File: src/hdl/vbad_pkg.sv
// Shared constants and types of the voxel block average downsampler.
package vbad_pkg;

  // Default geometry and sample format.
  localparam int VBAD_OUT_SIDE        = 32;
  localparam int VBAD_MAX_BLOCK_SHIFT = 4;
  localparam int VBAD_SAMPLE_BITS     = 16;

  // Fixed field widths.
  localparam int CELL_W  = 5;
  localparam int SHIFT_W = 3;
  localparam int SH3_W   = 5;

  // Register port format.
  localparam int APB_DATA_W = 32;
  localparam int PADDR_W    = 3;

  // Word index of the block shift register.
  localparam logic REG_BLOCK_SHIFT = 1'b0;

  // Block shift after reset.
  localparam logic [SHIFT_W-1:0] SHIFT_RESET = 3'd2;

  // Per-sample control information produced by the position tracker.
  typedef struct packed {
    logic              first;
    logic              last;
    logic              fin;
    logic [CELL_W-1:0] cell_x;
    logic [CELL_W-1:0] cell_y;
    logic [CELL_W-1:0] cell_z;
  } pos_info_t;

endpackage

File: src/hdl/vbad_pos.sv
// Position tracker: raster position counters, accumulator index and block flags.
module vbad_pos
  import vbad_pkg::*;
#(
  parameter int OUT_SIDE        = VBAD_OUT_SIDE,
  parameter int MAX_BLOCK_SHIFT = VBAD_MAX_BLOCK_SHIFT,
  localparam int POS_W          = $clog2(OUT_SIDE) + MAX_BLOCK_SHIFT,
  localparam int IDX_W          = $clog2(OUT_SIDE * OUT_SIDE)
) (
  input  logic               clk,
  input  logic               rst,
  input  logic               advance,
  input  logic               clear,
  input  logic [SHIFT_W-1:0] shift,
  output logic [IDX_W-1:0]   idx,
  output pos_info_t          info
);

  logic [POS_W-1:0] pos_x;
  logic [POS_W-1:0] pos_y;
  logic [POS_W-1:0] pos_z;
  logic [POS_W-1:0] side_m1;
  logic [POS_W-1:0] lmask;
  logic [POS_W-1:0] cx;
  logic [POS_W-1:0] cy;
  logic [POS_W-1:0] cz;

  // Grid side and in-block mask for the current shift.
  assign side_m1 = POS_W'((OUT_SIDE << shift) - 1);
  assign lmask   = POS_W'((1 << shift) - 1);

  // Cell coordinates and the accumulator for this cell's y and z.
  assign cx  = pos_x >> shift;
  assign cy  = pos_y >> shift;
  assign cz  = pos_z >> shift;
  assign idx = IDX_W'(IDX_W'(cy) * IDX_W'(OUT_SIDE) + IDX_W'(cz));

  // Block boundary flags and the coordinates carried with the sample.
  always_comb begin
    info.first  = ((pos_x | pos_y | pos_z) & lmask) == '0;
    info.last   = ((pos_x & lmask) == lmask) && ((pos_y & lmask) == lmask) &&
                  ((pos_z & lmask) == lmask);
    info.fin    = (pos_x == side_m1) && (pos_y == side_m1) && (pos_z == side_m1);
    info.cell_x = CELL_W'(cx);
    info.cell_y = CELL_W'(cy);
    info.cell_z = CELL_W'(cz);
  end

  // Raster counters, z innermost, wrapping after the whole volume.
  always_ff @(posedge clk) begin
    if (rst || clear) begin
      pos_x <= '0;
      pos_y <= '0;
      pos_z <= '0;
    end else if (advance) begin
      if (pos_z == side_m1) begin
        pos_z <= '0;
        if (pos_y == side_m1) begin
          pos_y <= '0;
          pos_x <= (pos_x == side_m1) ? '0 : pos_x + 1'b1;
        end else begin
          pos_y <= pos_y + 1'b1;
        end
      end else begin
        pos_z <= pos_z + 1'b1;
      end
    end
  end

endmodule

File: config.mk
export PLATFORM = sky130hd
export DESIGN_NAME = vbad_pos
export DESIGN_NICKNAME = d
export VERILOG_FILES = /design/src/hdl/vbad_pkg.sv /design/src/hdl/vbad_pos.sv
export SDC_FILE = /design/constraint.sdc
export NUM_CORES = 1
export LEC_CHECK = 0
export ABC_AREA = 1
export BUFFER_PORTS_ARGS = -buffer_cell sky130_fd_sc_hd__buf_2
export CORE_UTILIZATION = 50
export DETAILED_ROUTE_END_ITERATION = 10
export PLACE_DENSITY = 0.72
export SLEW_MARGIN = 10
export SYNTH_ARGS = -nofsm -noshare
export SYNTH_HDL_FRONTEND = slang
export SYNTH_SLANG_ARGS = --single-unit
File: constraint.sdc
create_clock -name clk -period 5 [get_ports clk]
set_clock_uncertainty 0.05 [all_clocks]
set_input_delay 0.25 -clock clk [delete_from_list [all_inputs] [get_ports clk]]
set_output_delay 0.25 -clock clk [all_outputs]
set_load 0.02 [all_outputs]
==> results.toml, run 1 <==
[status]
outcome = "finished, final reports clean"

[clock_tree]
cts_max_level = 1
postCtsSetupBuffers = 0
cts_tree = "built"
clk_path_buf_depth = 2
cts_sinks = 27
clkTransAtPathRegs_ns = 0.10
clk_latency_ns = 0.28
root_buffer = "clkbuf_8"
cts_made_buffers = 3
ctsHoldBuffers = 0
cts_resized = 0

[floorplan]
die_area_mm2 = 0.00587
rows = 26
core_area_mm2 = 0.00524
io_pins = 35
fp.dieH_um = 76.6
initial_core_util_pct = 53.2
fp.dieW_um = 76.6

[global_route]
grt_start_max_net_pins = 38
grt-ovfl-total = 0
grt_pass1_wl_mm = 14.8
antenna_found_initial = 0
grtUsageTotal_pct = 32.1
first_global_vias = 2928

[worst_setup_path]
cp-start-kind = "flop"
crit_type = "flop to primary output"
cp.required_ns = 4.70
critPathMaxFanout = 5
r2r_cells = 14
arrival_ns = 2.77
end_kind = "primary output"

[route]
wl_met3_um = 820
drt_drc_violations_left = 0
wl_met2_mm = 3.93
viasPerCell = 5.86
drt_first_iter_violations = 318
routedWlPerCell_um = 16.7
dr.max_layer_used = "met4"
m1WireLength_mm = 4.04
drt.antenna.violating_nets = 0
vias = 3180
wl_mm = 9.08
drtPass1Iterations = 5

[place]
io_buffers = 34
hpwlAfterDp_mm = 7.24
pre_cts_ws_ns = 2.03
gp_congestion = 1.00
place_inst = 539

[logic_synthesis]
async_reset_ff_share_pct = 0
synth.largest_area_cell = "dfxtp_1"
synth_edf_count = 0
synth_top_area_share_pct = 19.4
netlist_area_mm2 = 0.00278
syn_nets = 471
ys_seq_area_share_pct = 19.4
synth.area.top_cells = "dfxtp_1, nand2_1, inv_1"
synth_seq_cells = 27
synthCells = 455
synth-main-ff-cell = "dfxtp_1"
ys_types = 42
yosysWarnings = 0
avgSynthCellArea_um2 = 6.12

[layout]
layout_commonest_cell = "nand2_1"
finalNonFillerCells = 543
final_cell_mix = "nand2_1, inv_1, nor2_1"
drive_above_1_share_pct = 15.2
diodes = 0
syn2layout_area_growth_pct = 5.98
nets = 490

[worst_hold_path]
hold_path_depth = 4
min_path_type = "input port to flop"

[sta]
setup_tns_ns = 0
report.final.slew_viol_count = 0
fin_crit_sh_pct = 61.5
max_freq_mhz = 325
finalSetupViolations = 0
worstMarginPinSlew_ns = 0.607
slew_headroom_pct = 59.6
hold_viol = 0
finalCriticalPeriod_ns = 3.07
setup_slack_ns = 1.93
rsz0062_at_grt = "no"

[job]
max-cap-violations = 0

[power_and_ir_drop]
p_leak_nw = 1.28
peakVddDrop_uv = 115
fin_total_pwr_w = 0.000454
p_per_area_mw_per_mm2 = 154
==> logic make-up after synthesis <==
kind of cell / synth area share (%)
and+or+nand+nor: 42.1
xor gates and xnor gates: 3.46
AOI/OAI and AO/OA: 17.6
adders and majority gates: 4.31
DFF: 19.4
buffers and inverters: 13.1
==> worst max-delay path, cell delays in order, from the launching register on <==
cell and delay (ns):
dfxtp_1 0.39, inv_1 0.17, nand2_1 0.06, o21ai_0 0.16, o22ai_1 0.12, a22oi_1 0.17
o21ai_0 0.18, ha_1 0.26, fa_1 0.41, nand2_1 0.07, nand2_1 0.06, a21oi_1 0.15
xnor2_1 0.12, buf_2 0.18
==> registers in the layout, summed over array words and instances, names as in the netlist <==
name and count:
pos_z 9, pos_x 9, pos_y 9
==> area by class of cell <==
cell class	count	area [um2]
clock inverters	1	5.00
well taps	70	87.6
inverters	57	226
multi-input cells	351	1880
repair buffers	34	170
fillers	555	2290
clock buffers	3	41.3
flip-flops and latches	27	541
==> power by group <==
| part | internal (W) | switching, W |
|---|---|---|
| registers | 0.000216 | 0.00000159 |
| clock network | 0.0000561 | 0.0000746 |
| logic | 0.0000296 | 0.0000769 |
| total | 0.000301 | 0.000153 |
==> cells in the mapped netlist (3+ instances only) <==
cell,count
o31ai_1,8
nor3_1,18
buf_6,4
inv_1,50
a22oi_1,3
dfxtp_1,27
o211ai_1,5
a21oi_1,11
nand4_1,12
o21ai_0,34
o221ai_1,3
nand2_2,13
nand2_1,113
inv_2,5
o2111ai_1,3
xor2_1,10
o22ai_1,8
nor2_2,6
buf_4,8
clkbuf_1,6
nand3_1,27
ha_1,8
nor2_1,50
==> worst paths after layout <==
kind	to	slack (ns)	startpoint
max reg2reg	pos_y[7]$_SDFFE_PP0P_	2.75	pos_z[0]$_SDFFE_PP0P_
min	pos_x[3]$_SDFFE_PP0P_	0.27	rst
min reg2reg	pos_x[0]$_SDFFE_PP0P_	0.50	pos_x[0]$_SDFFE_PP0P_
max	idx[9]	1.93	pos_y[3]$_SDFFE_PP0P_
==> stage by stage <==
step	util (%)	cell area [um2]	hold slack [ns]
after floorplan	-	2780	0.381
after global placement	55.4	2900	0.480
after detailed placement	55.4	2900	0.482
after CTS	56.3	2950	0.262
after global routing	56.3	2950	0.294
final	56.3	2950	0.269
==> layer usage <==
metal	vias to the layer above	global-route usage, %
li1	1549	-
met1	1419	43.8
met2	187	51.5
met3	25	3.83
met4	0	12.3
met5	-	0
No activity file was read; power rests on OpenSTA's default activity.
==> inputs of run 2 (changes only) <==
- PLACE_DENSITY: 0.72 -> 0.75
- clock period: 5 -> 2.71 ns (I/O delays scaled with it)
==> run 2 against run 1 <==
  * Wire length about the same
  * Register-to-register slack got worse by 2.1 ns
  * Sequential power increased by 85%
  * Design area up 3.5%
  * Via count is 2.5% higher
  * Setup slack worse by 1.9 ns
  * Clock-buffer cell count up 1
  * Sequential share of layout area down 0.58 points
==> results.toml, run 2 (synthesis gave the netlist of run 1 again) <==
[clock_tree]
root_buffer = "clkbuf_8"
postCtsSetupBuffers = 0
cts_sinks = 27
cts_tree = "built"
cts_max_level = 1
clk_latency_ns = 0.28
cts_made_buffers = 3
clk_path_buf_depth = 2
clkTransAtPathRegs_ns = 0.11

[worst_hold_path]
hold_start = "rst"
min_path_type = "input port to flop"
hold_path_depth = 4
hold_end = "pos_x[3]$_SDFFE_PP0P_"

[worst_setup_path]
arrival_ns = 2.48
critPathTopFamily = "adder cells"
critPathMaxFanout = 5
worstPathCellList = "inv_2 -> nand2_1 -> o21ai_2 -> o22ai_1 -> a22oi_1 -> o21ai_1 -> ha_1 -> fa_1 -> nand2_1 -> nand2_1 -> a21oi_2 -> xnor2_1 -> buf_4"
reg2reg_setup_slack_ns = 0.66
timing.rr.start = "pos_z[0]$_SDFFE_PP0P_"
crit_slowest_cell = "fa_1"
r2r_cells = 14
critPathBufInv = 2
crit_type = "flop to primary output"
end_kind = "primary output"
cp-start-kind = "flop"
cp.required_ns = 2.52
cp_slowest_stage_delay_ns = 0.40
timing.rr.end = "pos_x[5]$_SDFFE_PP0P_"
crit_path_frequent_cell = "nand2_1"

[place]
hpwlAfterDp_mm = 7.39
place_inst = 548
post_dp_cell_area_mm2 = 0.00298
gp_congestion = 0.989
io_buffers = 34

[power_and_ir_drop]
p_per_area_mw_per_mm2 = 280
peakVddDrop_uv = 227
p_leak_nw = 1.34

[global_route]
first_global_vias = 2917
grt_start_max_net_pins = 24
grt_pass1_wl_mm = 14.8
grtUsageTotal_pct = 31.8
antenna_found_initial = 0
grt-ovfl-total = 0

[route]
routedWlPerCell_um = 16.5
drt_drc_violations_left = 0
drtPass1Iterations = 5
drt.antenna.violating_nets = 0
vias = 3259
drt_first_iter_violations = 336
wl_mm = 9.09
viasPerCell = 5.90

[layout]
drive_above_1_share_pct = 18.5
finalNonFillerCells = 552
nets = 499
stdcell_area_mm2 = 0.00305
syn2layout_area_growth_pct = 9.71
reg_top3 = "pos_x: 9 flops, pos_y: 9 flops, pos_z: 9 flops"
post-route-util_pct = 58.3
final_cell_mix = "nand2_1, nor2_1, inv_1"
layout_commonest_cell = "nand2_1"
diodes = 0

[floorplan]
core_area_mm2 = 0.00524
fp.dieH_um = 76.6
die_area_mm2 = 0.00587
io_pins = 35
initial_core_util_pct = 53.2
fp.dieW_um = 76.6
rows = 26

[sta]
finalCriticalPeriod_ns = 2.66
hold_viol = 0
worstMarginPinSlew_ns = 0.454
max_freq_mhz = 376
timing.hold.ws_ns = 0.152
report.final.slew_viol_count = 0
fin_crit_sh_pct = 98.2
rsz0062_at_grt = "yes"
slew_headroom_pct = 69.6
finalSetupViolations = 0

[job]
max-cap-violations = 0

[status]
outcome = "finished, final reports clean"
-- run 2: metal layers --
layer,vias up,global-route usage [%],part of all wire (%)
li1,1557,-,-
met1,1496,42.6,43
met2,180,53.5,46
met3,26,3.35,8.6
met4,0,9.42,2.5
met5,-,0,0
-- run 2: worst max path at each step --
stage | endpoint | slack, ns | startpoint | depth (start not counted)
final | idx[9] | 0.05 | pos_y[3]$_SDFFE_PP0P_ | 13
after global routing | idx[9] | -0.07 | pos_y[3]$_SDFFE_PP0P_ | 13
after CTS | idx[9] | 0.006 | pos_y[7]$_SDFFE_PP0P_ | 13
after detailed placement | idx[9] | 0.16 | shift[0] | 11
after global placement | idx[9] | 0.20 | shift[0] | 11
after floorplan | idx[9] | 0.08 | shift[0] | 11
-- run 2: worst reg2reg max path, delay by kind of cell (launching register included) --
family / cells / cell delay [ns]
simple gates: 10 / 0.88
flops: 1 / 0.51
buf+inv: 3 / 0.31
fa+ha+maj: 1 / 0.22
-- run 2: final cells by class --
type                            count  area [um2]
Fill cell                         538        2180
Multi-Input combinational cell    351        1900
Sequential cell                    27         542
Timing Repair Buffer               43         253
Inverter                           57         226
Tap cell                           70        87.6
Clock buffer                        4        45.0
-- run 2: timing repair --
item	CTS	global route
pin swaps	0	0
endpoints found under the setup margin	1	2
hold buffers	0	0
endpoints found under the hold margin	0	0
gates resized for setup	4	12
-- run 2: power breakdown --
part	switching [W]	total [W]	leakage, nW	internal, W
combinational	0.000145	0.000206	1.09	0.0000601
sequential	0.00000292	0.000401	0.218	0.000398
clock	0.000144	0.000250	0.0228	0.000106
total	0.000292	0.000856	1.34	0.000564
-- run 2: stage by stage --
stage          power [W]  setup WS [ns]  setup TNS (ns)
2_1_floorplan   0.000560         0.0788               0
3_3_place_gp    0.000607          0.204               0
3_5_place_dp    0.000608          0.155               0
4_1_cts         0.000850        0.00551               0
5_1_grt         0.000890        -0.0746         -0.0746
6_report        0.000856         0.0489               0
==> inputs of run 3 (changes only) <==
- PLACE_DENSITY: 0.75 -> 0.72
- SETUP_SLACK_MARGIN: unset -> 0.2
- clock period: 2.71 -> 3.2 ns (I/O delays scaled with it)
==> run 3 against run 2 <==
  * Sequential cell count stayed put
  * Highest routed layer unchanged
  * Critical path type unchanged
  * Die area unchanged
  * Global-route usage is 0.98 points lower
  * Register-to-register slack better by 0.39 ns
  * Wire length decreased by 3.7%
  * Largest cell class unchanged
  * Worst hold slack gained 0.027 ns
==> results.toml, run 3 (synthesis gave the netlist of run 1 again) <==
[sta]
report.final.slew_viol_count = 0
finalCriticalPeriod_ns = 2.88
max_freq_mhz = 347
finalSetupViolations = 0
worstMarginPinSlew_ns = 0.576
slew_headroom_pct = 61.6
timing.hold.ws_ns = 0.179
rsz0062_at_grt = "no"
hold_viol = 0
fin_crit_sh_pct = 90.0
setup_slack_ns = 0.320
setup_tns_ns = 0

[floorplan]
core_area_mm2 = 0.00524
fp.dieH_um = 76.6
initial_core_util_pct = 53.2
rows = 26
fp.dieW_um = 76.6
io_pins = 35
die_area_mm2 = 0.00587

[power_and_ir_drop]
combPwrFrac_pct = 22.6
p_seq_share_pct = 46.6
p_per_area_mw_per_mm2 = 245
peakVddDrop_uv = 255
p_leak_nw = 1.29
p_sw_share_pct = 34.7
intPower_w = 0.000476
p_clk_share_pct = 30.8
power.switching_w = 0.000253

[route]
viasPerCell = 5.79
wl_mm = 8.75
routedWlPerCell_um = 16.1
drt_first_iter_violations = 323
drt.antenna.violating_nets = 0
drtPass1Iterations = 5
drt_drc_violations_left = 0
vias = 3153

[clock_tree]
cts_tree = "built"
cts_max_level = 1
root_buffer = "clkbuf_8"
clkTransAtPathRegs_ns = 0.10
cts_sinks = 27
clk_latency_ns = 0.29
clk_path_buf_depth = 2
cts_made_buffers = 3
ctsHoldBuffers = 0

[status]
outcome = "finished, final reports clean"

[layout]
drive_above_1_share_pct = 15.8
final_cell_mix = "nand2_1, nor2_1, inv_1"
layout_commonest_cell = "nand2_1"
nets = 492
syn2layout_area_growth_pct = 6.65
post-route-util_pct = 56.7
diodes = 0
reg_top3 = "pos_x: 9 flops, pos_y: 9 flops, pos_z: 9 flops"

[worst_hold_path]
min_path_type = "input port to flop"

[worst_setup_path]
timing.rr.end = "pos_y[5]$_SDFFE_PP0P_"
end_kind = "primary output"
crit_path_end = "idx[9]"
arrival_ns = 2.67
startpoint = "pos_y[3]$_SDFFE_PP0P_"
cp.required_ns = 2.99
timing.rr.start = "pos_y[0]$_SDFFE_PP0P_"
critPathMaxFanout = 5
crit_type = "flop to primary output"
reg2reg_setup_slack_ns = 1.05
cp-start-kind = "flop"
r2r_cells = 12

[place]
gp_congestion = 1.03
hpwlAfterDp_mm = 6.98
pre_cts_ws_ns = 0.413
io_buffers = 34

[global_route]
antenna_found_initial = 0
grt_start_max_net_pins = 38
grt-ovfl-total = 0
grt_pass1_wl_mm = 14.3
grtUsageTotal_pct = 30.9
first_global_vias = 2824

[job]
max-cap-violations = 0
[run 3: changes by cell type in the layout (fill, tap and decap cells not counted), sizes merged]
cell    change
buf         -7
clkbuf      -1
inv         +1
[run 3: how the worst min path moves through the flow]
stage / from / endpoint / depth (start not counted) / slack [ns]
2_1_floorplan: advance / pos_z[0]$_SDFFE_PP0P_ / 2 / 0.29
3_3_place_gp: rst / pos_x[3]$_SDFFE_PP0P_ / 4 / 0.47
3_5_place_dp: rst / pos_x[3]$_SDFFE_PP0P_ / 4 / 0.48
4_1_cts: rst / pos_x[3]$_SDFFE_PP0P_ / 4 / 0.17
5_1_grt: advance / pos_z[0]$_SDFFE_PP0P_ / 3 / 0.20
6_report: advance / pos_z[0]$_SDFFE_PP0P_ / 3 / 0.18
[run 3: cell type report]
class | instances | area (um2)
clock inverter | 1 | 8.76
fill | 539 | 2270
multi-input combinational | 351 | 1880
timing repair buffer | 36 | 185
sequential | 27 | 541
tap | 70 | 87.6
clock buffer | 3 | 41.3
inverter | 57 | 226
[run 3: critical path, cell delays in order, from the launching register on]
cell	delay [ns]
dfxtp_1	0.39
inv_2	0.13
nand2_1	0.06
o21ai_1	0.15
o22ai_1	0.10
a22oi_1	0.18
o21ai_1	0.12
ha_1	0.24
fa_1	0.41
nand2_1	0.08
nand2_1	0.05
a21oi_1	0.17
xnor2_1	0.13
buf_2	0.18
[run 3: routing by layer]
layer,part of all wire [%],global-route usage [%]
met5,0,0
met4,3.3,11.5
met3,7.9,5.63
met2,43,48.5
met1,46,41.7
[run 3: timing repair]
| action | 4_1_cts | 5_1_grt |
|---|---|---|
| resized for setup | 0 | 3 |
| endpoints found under the setup margin | 0 | 1 |
| setup buffers | 0 | 0 |
[run 3: stage by stage]
stage / std cells / instance area, um2 / total power (W)
3_5_place_dp: 541 / 2920 / 0.000508
6_report: 545 / 2970 / 0.000728
5_1_grt: 545 / 2970 / 0.000758
2_1_floorplan: 455 / 2780 / 0.000474
4_1_cts: 545 / 2970 / 0.000727
3_3_place_gp: 541 / 2920 / 0.000508
[run 3: power by group through the flow]
stage / combinational, W / sequential, W / clock, W
2_1_floorplan: 0.000128 / 0.000346 / 0
3_3_place_gp: 0.000161 / 0.000347 / 0
3_5_place_dp: 0.000162 / 0.000347 / 0
4_1_cts: 0.000162 / 0.000339 / 0.000226
5_1_grt: 0.000179 / 0.000340 / 0.000239
6_report: 0.000164 / 0.000339 / 0.000225
